File: config.mk
export PLATFORM = sky130hd
export DESIGN_NAME = two_axis_stick_conditioner_core_flat
export DESIGN_NICKNAME = d
export VERILOG_FILES = /design/src/sv/stc_pkg.sv /design/src/sv/stc_if.sv /design/src/sv/two_axis_stick_conditioner_core.sv /design/src/flat_wrapper.sv
export SDC_FILE = /design/constraint.sdc
export NUM_CORES = 1
export LEC_CHECK = 0
export BUFFER_PORTS_ARGS = -buffer_cell sky130_fd_sc_hd__buf_2
export CORE_ASPECT_RATIO = 2
export CORE_MARGIN = 4
export CORE_UTILIZATION = 38
export DETAILED_ROUTE_END_ITERATION = 12
export SYNTH_ARGS = -nofsm -noshare
export SYNTH_HDL_FRONTEND = slang
export SYNTH_SLANG_ARGS = --single-unit
File: constraint.sdc
create_clock -name clk_i -period 19.3 [get_ports clk_i]
set_clock_uncertainty 0.15 [all_clocks]
set_input_delay 2.895 -clock clk_i [delete_from_list [all_inputs] [get_ports clk_i]]
set_output_delay 2.895 -clock clk_i [all_outputs]
set_load 0.02 [all_outputs]
File: src/sv/stc_pkg.sv
// Package with the shared constants and codes of the stick conditioner.
package stc_pkg;

  localparam int ADC_BITS_DEF      = 12;
  localparam int FRACTION_BITS_DEF = 14;

  localparam int CFG_IDX_W  = 2;
  localparam int CFG_DATA_W = 17;
  localparam int ZONE_W     = 15;
  localparam int COUNT_W    = 16;
  localparam int WEIGHT_W   = 17;
  localparam int VALUE_W    = 16;

  localparam logic [ZONE_W-1:0]   DEAD_ZONE_RST  = 15'd819;
  localparam logic [ZONE_W-1:0]   ALIVE_ZONE_RST = 15'd32767;
  localparam logic [COUNT_W-1:0]  CAL_COUNT_RST  = 16'd0;
  localparam logic [WEIGHT_W-1:0] WEIGHT_ONE     = 17'h10000;

  typedef enum logic [CFG_IDX_W-1:0] {
    CFG_DEAD_ZONE  = 2'd0,
    CFG_ALIVE_ZONE = 2'd1,
    CFG_CAL_COUNT  = 2'd2,
    CFG_CAL_WEIGHT = 2'd3
  } cfg_index_e;

  typedef enum logic {
    OP_SAMPLE    = 1'b0,
    OP_CAL_START = 1'b1
  } op_e;

endpackage

File: src/sv/stc_if.sv
// Valid/ready channel interfaces for samples, results and register writes.
interface stc_in_if #(
  parameter int ADC_BITS = stc_pkg::ADC_BITS_DEF
);
  logic                valid;
  logic                ready;
  logic                op;
  logic [ADC_BITS-1:0] x_sample;
  logic [ADC_BITS-1:0] y_sample;

  modport source (output valid, op, x_sample, y_sample, input ready);
  modport sink   (input valid, op, x_sample, y_sample, output ready);
endinterface

interface stc_out_if;
  logic                                valid;
  logic                                ready;
  logic signed [stc_pkg::VALUE_W-1:0] x_value;
  logic signed [stc_pkg::VALUE_W-1:0] y_value;
  logic                                calibrating;

  modport source (output valid, x_value, y_value, calibrating, input ready);
  modport sink   (input valid, x_value, y_value, calibrating, output ready);
endinterface

interface stc_cfg_if;
  logic                              valid;
  logic                              ready;
  logic [stc_pkg::CFG_IDX_W-1:0]  index;
  logic [stc_pkg::CFG_DATA_W-1:0] data;

  modport source (output valid, index, data, input ready);
  modport sink   (input valid, index, data, output ready);
endinterface

File: src/sv/two_axis_stick_conditioner_core.sv
// Top level of the two-axis stick conditioner: calibration, marks and division.
//
//   Channel  Direction  Carries
//   in_i     sink       op, x_sample, y_sample
//   out_o    source     x_value, y_value, calibrating
//   cfg_i    sink       index, data (dead_zone, alive_zone, cal_count, cal_weight)
//
// A calibration start yields no result and leaves the core ready for the next pair.
// A sample pair passes per axis, x then y, through S_MUL and S_ACC while calibration
// averages, then S_MARK, S_DIV and S_ZONE, and then waits in S_DONE for the output
// register; in_i takes no new pair until the core is back in idle. The restoring
// divider yields one quotient bit per cycle and is shared by both axes. An axis whose
// sample sits on the centre or whose span is zero skips its divider pass.
// The result sits in an output register, so out_o may stall while the next
// pair is being worked on; the finished pair then waits until that register frees.
// Reset is asynchronous and active low; no clearing pass is needed.
module two_axis_stick_conditioner_core #(
  parameter int ADC_BITS      = stc_pkg::ADC_BITS_DEF,
  parameter int FRACTION_BITS = stc_pkg::FRACTION_BITS_DEF
) (
  input  logic      clk_i,
  input  logic      rst_ni,
  stc_in_if.sink    in_i,
  stc_out_if.source out_o,
  stc_cfg_if.sink   cfg_i
);

  localparam int A      = ADC_BITS;
  localparam int F      = FRACTION_BITS;
  // Dividend width: the axis distance shifted up by the fraction bits.
  localparam int N      = A + F;
  localparam int CNT_W  = $clog2(N);
  localparam int PROD_W = A + 19;
  localparam int MAG_W  = F + 1;
  localparam int CMP_W  = (MAG_W > stc_pkg::ZONE_W) ? MAG_W : stc_pkg::ZONE_W;
  localparam int V_W    = (MAG_W > stc_pkg::VALUE_W) ? MAG_W : stc_pkg::VALUE_W;

  localparam logic [A-1:0] CENTER_RST = {1'b1, {(A-1){1'b0}}};

  // The sequencer walks the x axis and then the y axis through the same states.
  typedef enum logic [6:0] {
    S_IDLE = 7'b0000001,
    S_MUL  = 7'b0000010,
    S_ACC  = 7'b0000100,
    S_MARK = 7'b0001000,
    S_DIV  = 7'b0010000,
    S_ZONE = 7'b0100000,
    S_DONE = 7'b1000000
  } state_e;

  state_e state_q, state_d;

  // Configuration registers.
  logic [stc_pkg::ZONE_W-1:0]   dead_zone_q;
  logic [stc_pkg::ZONE_W-1:0]   alive_zone_q;
  logic [stc_pkg::COUNT_W-1:0]  cal_count_q;
  logic [stc_pkg::WEIGHT_W-1:0] cal_weight_q;

  // Per-axis state, entry 0 is x and entry 1 is y.
  logic [A-1:0] center_q [2];
  logic [A-1:0] low_q    [2];
  logic [A-1:0] high_q   [2];
  logic [A-1:0] samp_q   [2];
  logic signed [stc_pkg::VALUE_W-1:0] res_q [2];

  logic [stc_pkg::COUNT_W-1:0] cal_remaining_q;
  logic                        cal_active_q;
  logic                        avg_q;
  logic                        ax_q;

  // Shared datapath registers.
  logic signed [PROD_W-1:0] prod_q;
  logic [A-1:0]             span_q;
  logic [A-1:0]             rem_q;
  logic [N-1:0]             dq_q;
  logic [CNT_W-1:0]         cnt_q;
  logic                     neg_q;
  logic                     zero_q;

  // Output register.
  logic                               out_valid_q;
  logic signed [stc_pkg::VALUE_W-1:0] out_x_q;
  logic signed [stc_pkg::VALUE_W-1:0] out_y_q;
  logic                               out_cal_q;

  logic in_xfer, out_xfer, cfg_xfer, out_load;

  assign in_i.ready  = (state_q == S_IDLE);
  assign cfg_i.ready = 1'b1;
  assign in_xfer     = in_i.valid & in_i.ready;
  assign cfg_xfer    = cfg_i.valid & cfg_i.ready;
  assign out_xfer    = out_valid_q & out_o.ready;
  assign out_load    = (state_q == S_DONE) & (~out_valid_q | out_o.ready);

  assign out_o.valid       = out_valid_q;
  assign out_o.x_value     = out_x_q;
  assign out_o.y_value     = out_y_q;
  assign out_o.calibrating = out_cal_q;

  // Weighted average: center + floor((sample - center) * w / 2^16), which equals
  // the truncated blend of center and sample with weights (1 - w) and w.
  logic [stc_pkg::WEIGHT_W-1:0] w_sat;
  logic signed [A:0]            avg_diff;
  logic signed [PROD_W-1:0]     prod_sh;
  logic [A-1:0]                 center_new;

  assign w_sat      = (cal_weight_q > stc_pkg::WEIGHT_ONE) ? stc_pkg::WEIGHT_ONE : cal_weight_q;
  assign avg_diff   = $signed({1'b0, samp_q[ax_q]}) - $signed({1'b0, center_q[ax_q]});
  assign prod_sh    = prod_q >>> 16;
  assign center_new = center_q[ax_q] + prod_sh[A-1:0];

  // Mark update and choice of numerator and span for the current axis.
  logic [A-1:0] s_cur, c_cur, low_new, high_new, num_sel, span_sel;
  logic         above;

  always_comb begin
    s_cur    = samp_q[ax_q];
    c_cur    = center_q[ax_q];
    low_new  = (s_cur < low_q[ax_q])  ? s_cur : low_q[ax_q];
    high_new = (s_cur > high_q[ax_q]) ? s_cur : high_q[ax_q];
    above    = (s_cur > c_cur);
    if (above) begin
      num_sel  = s_cur - c_cur;
      span_sel = high_new - c_cur;
    end else begin
      num_sel  = c_cur - s_cur;
      span_sel = c_cur - low_new;
    end
  end

  // One restoring division step.
  logic [A:0]   trial;
  logic [A:0]   trial_sub;
  logic         trial_ge;

  assign trial     = {rem_q, dq_q[N-1]};
  assign trial_ge  = (trial >= {1'b0, span_q});
  assign trial_sub = trial - {1'b0, span_q};

  // Zone test and sign on the quotient.
  logic [MAG_W-1:0]             mag;
  logic [V_W-1:0]               mag_v, mag_neg;
  logic                         zone_pass;
  logic signed [stc_pkg::VALUE_W-1:0] zone_val;

  always_comb begin
    mag       = dq_q[MAG_W-1:0];
    mag_v     = V_W'(mag);
    mag_neg   = -mag_v;
    zone_pass = ~zero_q && (CMP_W'(mag) > CMP_W'(dead_zone_q))
                        && (CMP_W'(mag) < CMP_W'(alive_zone_q));
    if (!zone_pass) begin
      zone_val = '0;
    end else if (neg_q) begin
      zone_val = $signed(mag_neg[stc_pkg::VALUE_W-1:0]);
    end else begin
      zone_val = $signed(mag_v[stc_pkg::VALUE_W-1:0]);
    end
  end

  logic avg_now;
  assign avg_now = cal_active_q && (cal_remaining_q != '0);

  always_comb begin
    state_d = state_q;
    case (state_q)
      S_IDLE: begin
        if (in_xfer && (in_i.op == stc_pkg::OP_SAMPLE)) begin
          state_d = avg_now ? S_MUL : S_MARK;
        end
      end
      S_MUL:  state_d = S_ACC;
      S_ACC:  state_d = S_MARK;
      S_MARK: begin
        state_d = ((num_sel == '0) || (span_sel == '0)) ? S_ZONE : S_DIV;
      end
      S_DIV: begin
        if (cnt_q == CNT_W'(N - 1)) begin
          state_d = S_ZONE;
        end
      end
      S_ZONE: begin
        if (!ax_q) begin
          state_d = avg_q ? S_MUL : S_MARK;
        end else begin
          state_d = S_DONE;
        end
      end
      S_DONE: begin
        if (out_load) begin
          state_d = S_IDLE;
        end
      end
      default: state_d = S_IDLE;
    endcase
  end

  always_ff @(posedge clk_i or negedge rst_ni) begin
    if (!rst_ni) begin
      state_q         <= S_IDLE;
      dead_zone_q     <= stc_pkg::DEAD_ZONE_RST;
      alive_zone_q    <= stc_pkg::ALIVE_ZONE_RST;
      cal_count_q     <= stc_pkg::CAL_COUNT_RST;
      cal_weight_q    <= stc_pkg::WEIGHT_ONE;
      center_q[0]     <= CENTER_RST;
      center_q[1]     <= CENTER_RST;
      low_q[0]        <= '1;
      low_q[1]        <= '1;
      high_q[0]       <= '0;
      high_q[1]       <= '0;
      cal_remaining_q <= '0;
      cal_active_q    <= 1'b0;
      avg_q           <= 1'b0;
      ax_q            <= 1'b0;
      cnt_q           <= '0;
      out_valid_q     <= 1'b0;
    end else begin
      state_q <= state_d;

      if (cfg_xfer) begin
        case (cfg_i.index)
          stc_pkg::CFG_DEAD_ZONE:  dead_zone_q  <= cfg_i.data[stc_pkg::ZONE_W-1:0];
          stc_pkg::CFG_ALIVE_ZONE: alive_zone_q <= cfg_i.data[stc_pkg::ZONE_W-1:0];
          stc_pkg::CFG_CAL_COUNT:  cal_count_q  <= cfg_i.data[stc_pkg::COUNT_W-1:0];
          stc_pkg::CFG_CAL_WEIGHT: cal_weight_q <= cfg_i.data;
          default: ;
        endcase
      end

      // A load in the same cycle refills the register instead.
      if (out_xfer && !out_load) begin
        out_valid_q <= 1'b0;
      end

      case (state_q)
        S_IDLE: begin
          if (in_xfer) begin
            if (in_i.op == stc_pkg::OP_CAL_START) begin
              // Calibration start reloads the count and keeps centers and marks.
              cal_remaining_q <= cal_count_q;
              cal_active_q    <= 1'b1;
            end else begin
              samp_q[0] <= in_i.x_sample;
              samp_q[1] <= in_i.y_sample;
              ax_q      <= 1'b0;
              avg_q     <= avg_now;
              if (avg_now) begin
                cal_remaining_q <= cal_remaining_q - 1'b1;
              end else if (cal_active_q) begin
                // The first pair after the count runs out ends calibration.
                cal_active_q <= 1'b0;
              end
            end
          end
        end
        S_MUL: begin
          prod_q <= PROD_W'(avg_diff * $signed({1'b0, w_sat}));
        end
        S_ACC: begin
          center_q[ax_q] <= center_new;
        end
        S_MARK: begin
          low_q[ax_q]  <= low_new;
          high_q[ax_q] <= high_new;
          span_q       <= span_sel;
          neg_q        <= ~above;
          zero_q       <= (num_sel == '0) || (span_sel == '0);
          rem_q        <= '0;
          dq_q         <= {num_sel, {F{1'b0}}};
          cnt_q        <= '0;
        end
        S_DIV: begin
          rem_q <= trial_ge ? trial_sub[A-1:0] : trial[A-1:0];
          dq_q  <= {dq_q[N-2:0], trial_ge};
          cnt_q <= cnt_q + 1'b1;
        end
        S_ZONE: begin
          res_q[ax_q] <= zone_val;
          ax_q        <= 1'b1;
        end
        S_DONE: begin
          if (out_load) begin
            out_valid_q <= 1'b1;
            out_x_q     <= res_q[0];
            out_y_q     <= res_q[1];
            out_cal_q   <= cal_active_q;
          end
        end
        default: ;
      endcase
    end
  end

endmodule

File: src/flat_wrapper.sv
// flat-port wrapper written by rule: the top's interface ports become plain ports
module two_axis_stick_conditioner_core_flat 
#(
  parameter int ADC_BITS      = stc_pkg::ADC_BITS_DEF,
  parameter int FRACTION_BITS = stc_pkg::FRACTION_BITS_DEF
)
  (clk_i, rst_ni, in_i_valid, in_i_op, in_i_x_sample, in_i_y_sample, in_i_ready, out_o_valid, out_o_x_value, out_o_y_value, out_o_calibrating, out_o_ready, cfg_i_valid, cfg_i_index, cfg_i_data, cfg_i_ready);
  stc_in_if #(.ADC_BITS(ADC_BITS)) in_i_i ();
  stc_out_if out_o_i ();
  stc_cfg_if cfg_i_i ();
  input  logic clk_i;
  input  logic rst_ni;
  input wire logic [$bits(in_i_i.valid)-1:0] in_i_valid;
  input wire logic [$bits(in_i_i.op)-1:0] in_i_op;
  input wire logic [$bits(in_i_i.x_sample)-1:0] in_i_x_sample;
  input wire logic [$bits(in_i_i.y_sample)-1:0] in_i_y_sample;
  output wire logic [$bits(in_i_i.ready)-1:0] in_i_ready;
  output wire logic [$bits(out_o_i.valid)-1:0] out_o_valid;
  output wire logic [$bits(out_o_i.x_value)-1:0] out_o_x_value;
  output wire logic [$bits(out_o_i.y_value)-1:0] out_o_y_value;
  output wire logic [$bits(out_o_i.calibrating)-1:0] out_o_calibrating;
  input wire logic [$bits(out_o_i.ready)-1:0] out_o_ready;
  input wire logic [$bits(cfg_i_i.valid)-1:0] cfg_i_valid;
  input wire logic [$bits(cfg_i_i.index)-1:0] cfg_i_index;
  input wire logic [$bits(cfg_i_i.data)-1:0] cfg_i_data;
  output wire logic [$bits(cfg_i_i.ready)-1:0] cfg_i_ready;
  assign in_i_i.valid = in_i_valid;
  assign in_i_i.op = in_i_op;
  assign in_i_i.x_sample = in_i_x_sample;
  assign in_i_i.y_sample = in_i_y_sample;
  assign in_i_ready = in_i_i.ready;
  assign out_o_valid = out_o_i.valid;
  assign out_o_x_value = out_o_i.x_value;
  assign out_o_y_value = out_o_i.y_value;
  assign out_o_calibrating = out_o_i.calibrating;
  assign out_o_i.ready = out_o_ready;
  assign cfg_i_i.valid = cfg_i_valid;
  assign cfg_i_i.index = cfg_i_index;
  assign cfg_i_i.data = cfg_i_data;
  assign cfg_i_ready = cfg_i_i.ready;
  two_axis_stick_conditioner_core #(.ADC_BITS(ADC_BITS), .FRACTION_BITS(FRACTION_BITS)) u_core (.clk_i(clk_i), .rst_ni(rst_ni), .in_i(in_i_i), .out_o(out_o_i), .cfg_i(cfg_i_i));
endmodule
==> out/metrics.yaml <==
syn-cell-area_um2: 24100
cp-end-kind: "flop"
floorplan.die_area_um2: 67800
numnets_final: 2890
routabilityCongestion: 0.963
drt-total-wl_um: 68800
layout.cells.most_common_list: "nand2_1, inv_1, ha_1"
post_synth.cell_area_avg_um2: 10.0
dr_total_vias: 17600
cts.root.buffer_cell: "clkbuf_16"
detailedRoute.firstPassIterationCount: 5
run_status: "finished, final reports clean"
route.detailed.vias_per_inst: 5.37
arrival_ns: 11.08
critical_path_peak_fanout: 37
drt-wirelength-per-cell_um: 21.0
mappedNetlistNets: 2834
diodes: 0
worst_setup_path_start_kind: "flop"
synthCells: 2409
timing.critical_path.buf_inv: 4
postCtsSetupBuffers: 0
timing.final.crit_share_pct: 56.4
grt_pass1_wl_um: 107000
timing_worst_slew_pin_value_ns: 1.20
std_cell_rows: 130
post-route-min-period_ns: 10.89
yosys.cell_types.count: 78
crit-reg2reg-launch: "u_core.ax_q$_DFFE_PN0P_"
number_of_antenna_violations_at_the_first_check_in_global_routing: 1
finalMaxSlewViolations: 0
initial_drc_count: 931
h_tree_depth: 1
final_layout_size_suffix_gt1_share_pct: 12.2
initial_utilization_pct: 38.4
grt_overflow: 0
clock_tree_from_tritoncts: "yes"
io-pin-count: 85
grtUsageTotal_pct: 20.6
grt_pass1_vias: 19100
io_buffer_count: 83
worst_setup_path_startpoint: "u_core.ax_q$_DFFE_PN0P_"
cp.required_ns: 19.49
area_growth_pct: 9.70
postRouteAntennaNets: 0
worst-r2r-setup-slack_ns: 8.41
cts-hold-fix-buffers: 0
fp.coreArea_um2: 62800
setup-tns-final_ns: 0
worst-path-stages: 31
detailedPlacementHpwl_um: 55900
die_width_um: 186
worstReg2RegEnd: "u_core.prod_q[27]$_DFFE_PP_"
synthesis.yosys.warnings: 0
cts_inserted_buffers: 31
clkTransAtPathRegs_ns: 0.07
critical_path_s_largest_stage_delay_ns: 0.83
area_used_by_sequential_logic_in_the_layout_um2: 8840
crit_type: "reg -> reg"
synth_ff_type: "edfxtp_1"
cpLargestDelayFamily: "adder cells"
area_of_the_multi_input_gates_um2: 13900
most_common_library_cell_in_the_layout_ignoring_fill_and_taps: "nand2_1"
number_of_enable_type_register_cells_in_the_synthesized_netlist: 153
max_cap_viol_count: 0
ys_seq_elements: 320
fillers: 6086
ff2ff_path_depth: 31
worst_slew_margin_rel_pct: 20.0
setup_violations: 0
die_height_um: 364
hold_viol_final: 0
synth-seq-area-share_pct: 36.6
pin_count_of_the_biggest_net_entering_global_routing: 75
insertion_delay_ns: 0.60
critical_path.most_common_cell: "fa_1"
grt_setup_unrepaired: "false"
hold_path_depth: 0
postCtsResizedCells: 0
timing.critical_path.slowest_stage_cell: "mux2i_1"
fmaxAchievable_mhz: 91.8
critPathCapture: "u_core.prod_q[27]$_DFFE_PP_"
ys_async_sr_fraction_pct: 52.2
hold_path.class: "reg -> reg"
max-clock-path-buffers: 3
clock_sinks: 320
remaining_drc_errors: 0
## layout make-up
class	instances	share of cell area, %
multi-input combinational	1724	52.6
clock inverter	19	0.676
timing repair buffer	113	2.45
clock buffer	39	3.21
tap	792	3.75
inverter	275	3.90
sequential	320	33.4
## how the worst min path moves through the flow
stage                                  startpoint                     endpoint  slack [ns]
floorplan            u_core.res_q[0][0]$_DFFE_PP_   out_o_x_value[0]$_DFFE_PP_        0.25
global placement    u_core.res_q[1][11]$_DFFE_PP_  out_o_y_value[11]$_DFFE_PP_        0.25
detailed placement   u_core.res_q[0][4]$_DFFE_PP_   out_o_x_value[4]$_DFFE_PP_        0.25
CTS                  u_core.res_q[0][4]$_DFFE_PP_   out_o_x_value[4]$_DFFE_PP_        0.26
global route         u_core.res_q[1][5]$_DFFE_PP_   out_o_y_value[5]$_DFFE_PP_        0.27
finish               u_core.res_q[0][4]$_DFFE_PP_   out_o_x_value[4]$_DFFE_PP_        0.26
## state kept, by name, summed over array words and instances, names as in the netlist, 12 cells and up
register / count
u_core.low_q: 24
u_core.span_q: 12
out_o_y_value: 16
u_core.center_q: 24
u_core.cal_remaining_q: 16
u_core.res_q: 32
u_core.rem_q: 12
u_core.samp_q: 24
u_core.prod_q: 12
u_core.alive_zone_q: 15
u_core.cal_count_q: 16
u_core.dead_zone_q: 15
u_core.high_q: 24
u_core.cal_weight_q: 17
out_o_x_value: 16
u_core.dq_q: 26
## kinds of logic (layout without fill, tap and decap cells)
kind of cell	count (synthesis)	after routing	share of synthesized area (%)
simple gates	745	745	14.0
buf+inv	365	446	5.79
fa+ha+maj	376	376	24.8
mux	143	143	6.28
other cells	1	1	0.0155
xor+xnor	85	85	3.09
compound gates	374	374	9.42
flops	320	320	36.6
## Yosys cell counts, drive strengths merged, types with 10 or more instances
| cell type | number | area (µm²) |
|---|---|---|
| inv | 275 | 1030 |
| nor2 | 190 | 716 |
| xor2 | 35 | 307 |
| mux2i | 77 | 771 |
| nand2b | 18 | 113 |
| fa | 170 | 3400 |
| buf | 19 | 98.8 |
| nor3 | 33 | 170 |
| nand2 | 324 | 1220 |
| a211oi | 15 | 113 |
| mux2 | 66 | 743 |
| a21oi | 98 | 490 |
| dfrtp | 118 | 2950 |
| xnor2 | 50 | 438 |
| a21o | 22 | 165 |
| ha | 206 | 2580 |
| nor2b | 22 | 138 |
| nor4 | 21 | 131 |
| or3 | 10 | 67.6 |
| dfstp | 49 | 1290 |
| clkbuf | 71 | 267 |
| o21a | 18 | 135 |
| and2 | 47 | 294 |
| o31ai | 12 | 95.1 |
| o21ai | 145 | 729 |
| edfxtp | 153 | 4590 |
| nand3 | 23 | 115 |
| nand4 | 20 | 125 |
## worst reg2reg max path, delay by kind of cell, from the launching register on
kind            cells  cell delay (ns)
compound gates     12             2.74
buf+inv             4             0.80
simple gates        4             0.85
fa+ha+maj           8             3.92
flops               1             0.66
mux                 1             0.89
xor+xnor            2             0.62
## through the flow
step | setup WS [ns] | utilization [%] | std cells | area (µm²) | hold slack (ns)
after global routing | 7.86 | 42.1 | 3282 | 26500 | 0.268
final | 8.41 | 42.1 | 3282 | 26500 | 0.264
after floorplan | 9.41 | - | 2409 | 24100 | 0.250
after global placement | 8.58 | 40.5 | 3224 | 25400 | 0.252
after detailed placement | 8.52 | 40.5 | 3224 | 25400 | 0.255
after CTS | 8.46 | 42.1 | 3282 | 26500 | 0.262
## metal layers
layer | part of all wire, % | vias to the layer above | wire length (µm) | GRT usage [%]
met1 | 34 | 8733 | 23200 | 20.6
met2 | 55 | 439 | 38000 | 39.3
met4 | 8.4 | 0 | 5770 | 14.1
met3 | 2.7 | 210 | 1890 | 1.70
met5 | 0 | - | 0 | 0
li1 | - | 8230 | - | -
Power is left out: the tool's default activity adds up to more than one toggle a clock period on the data nets, which glitch-free logic cannot reach.
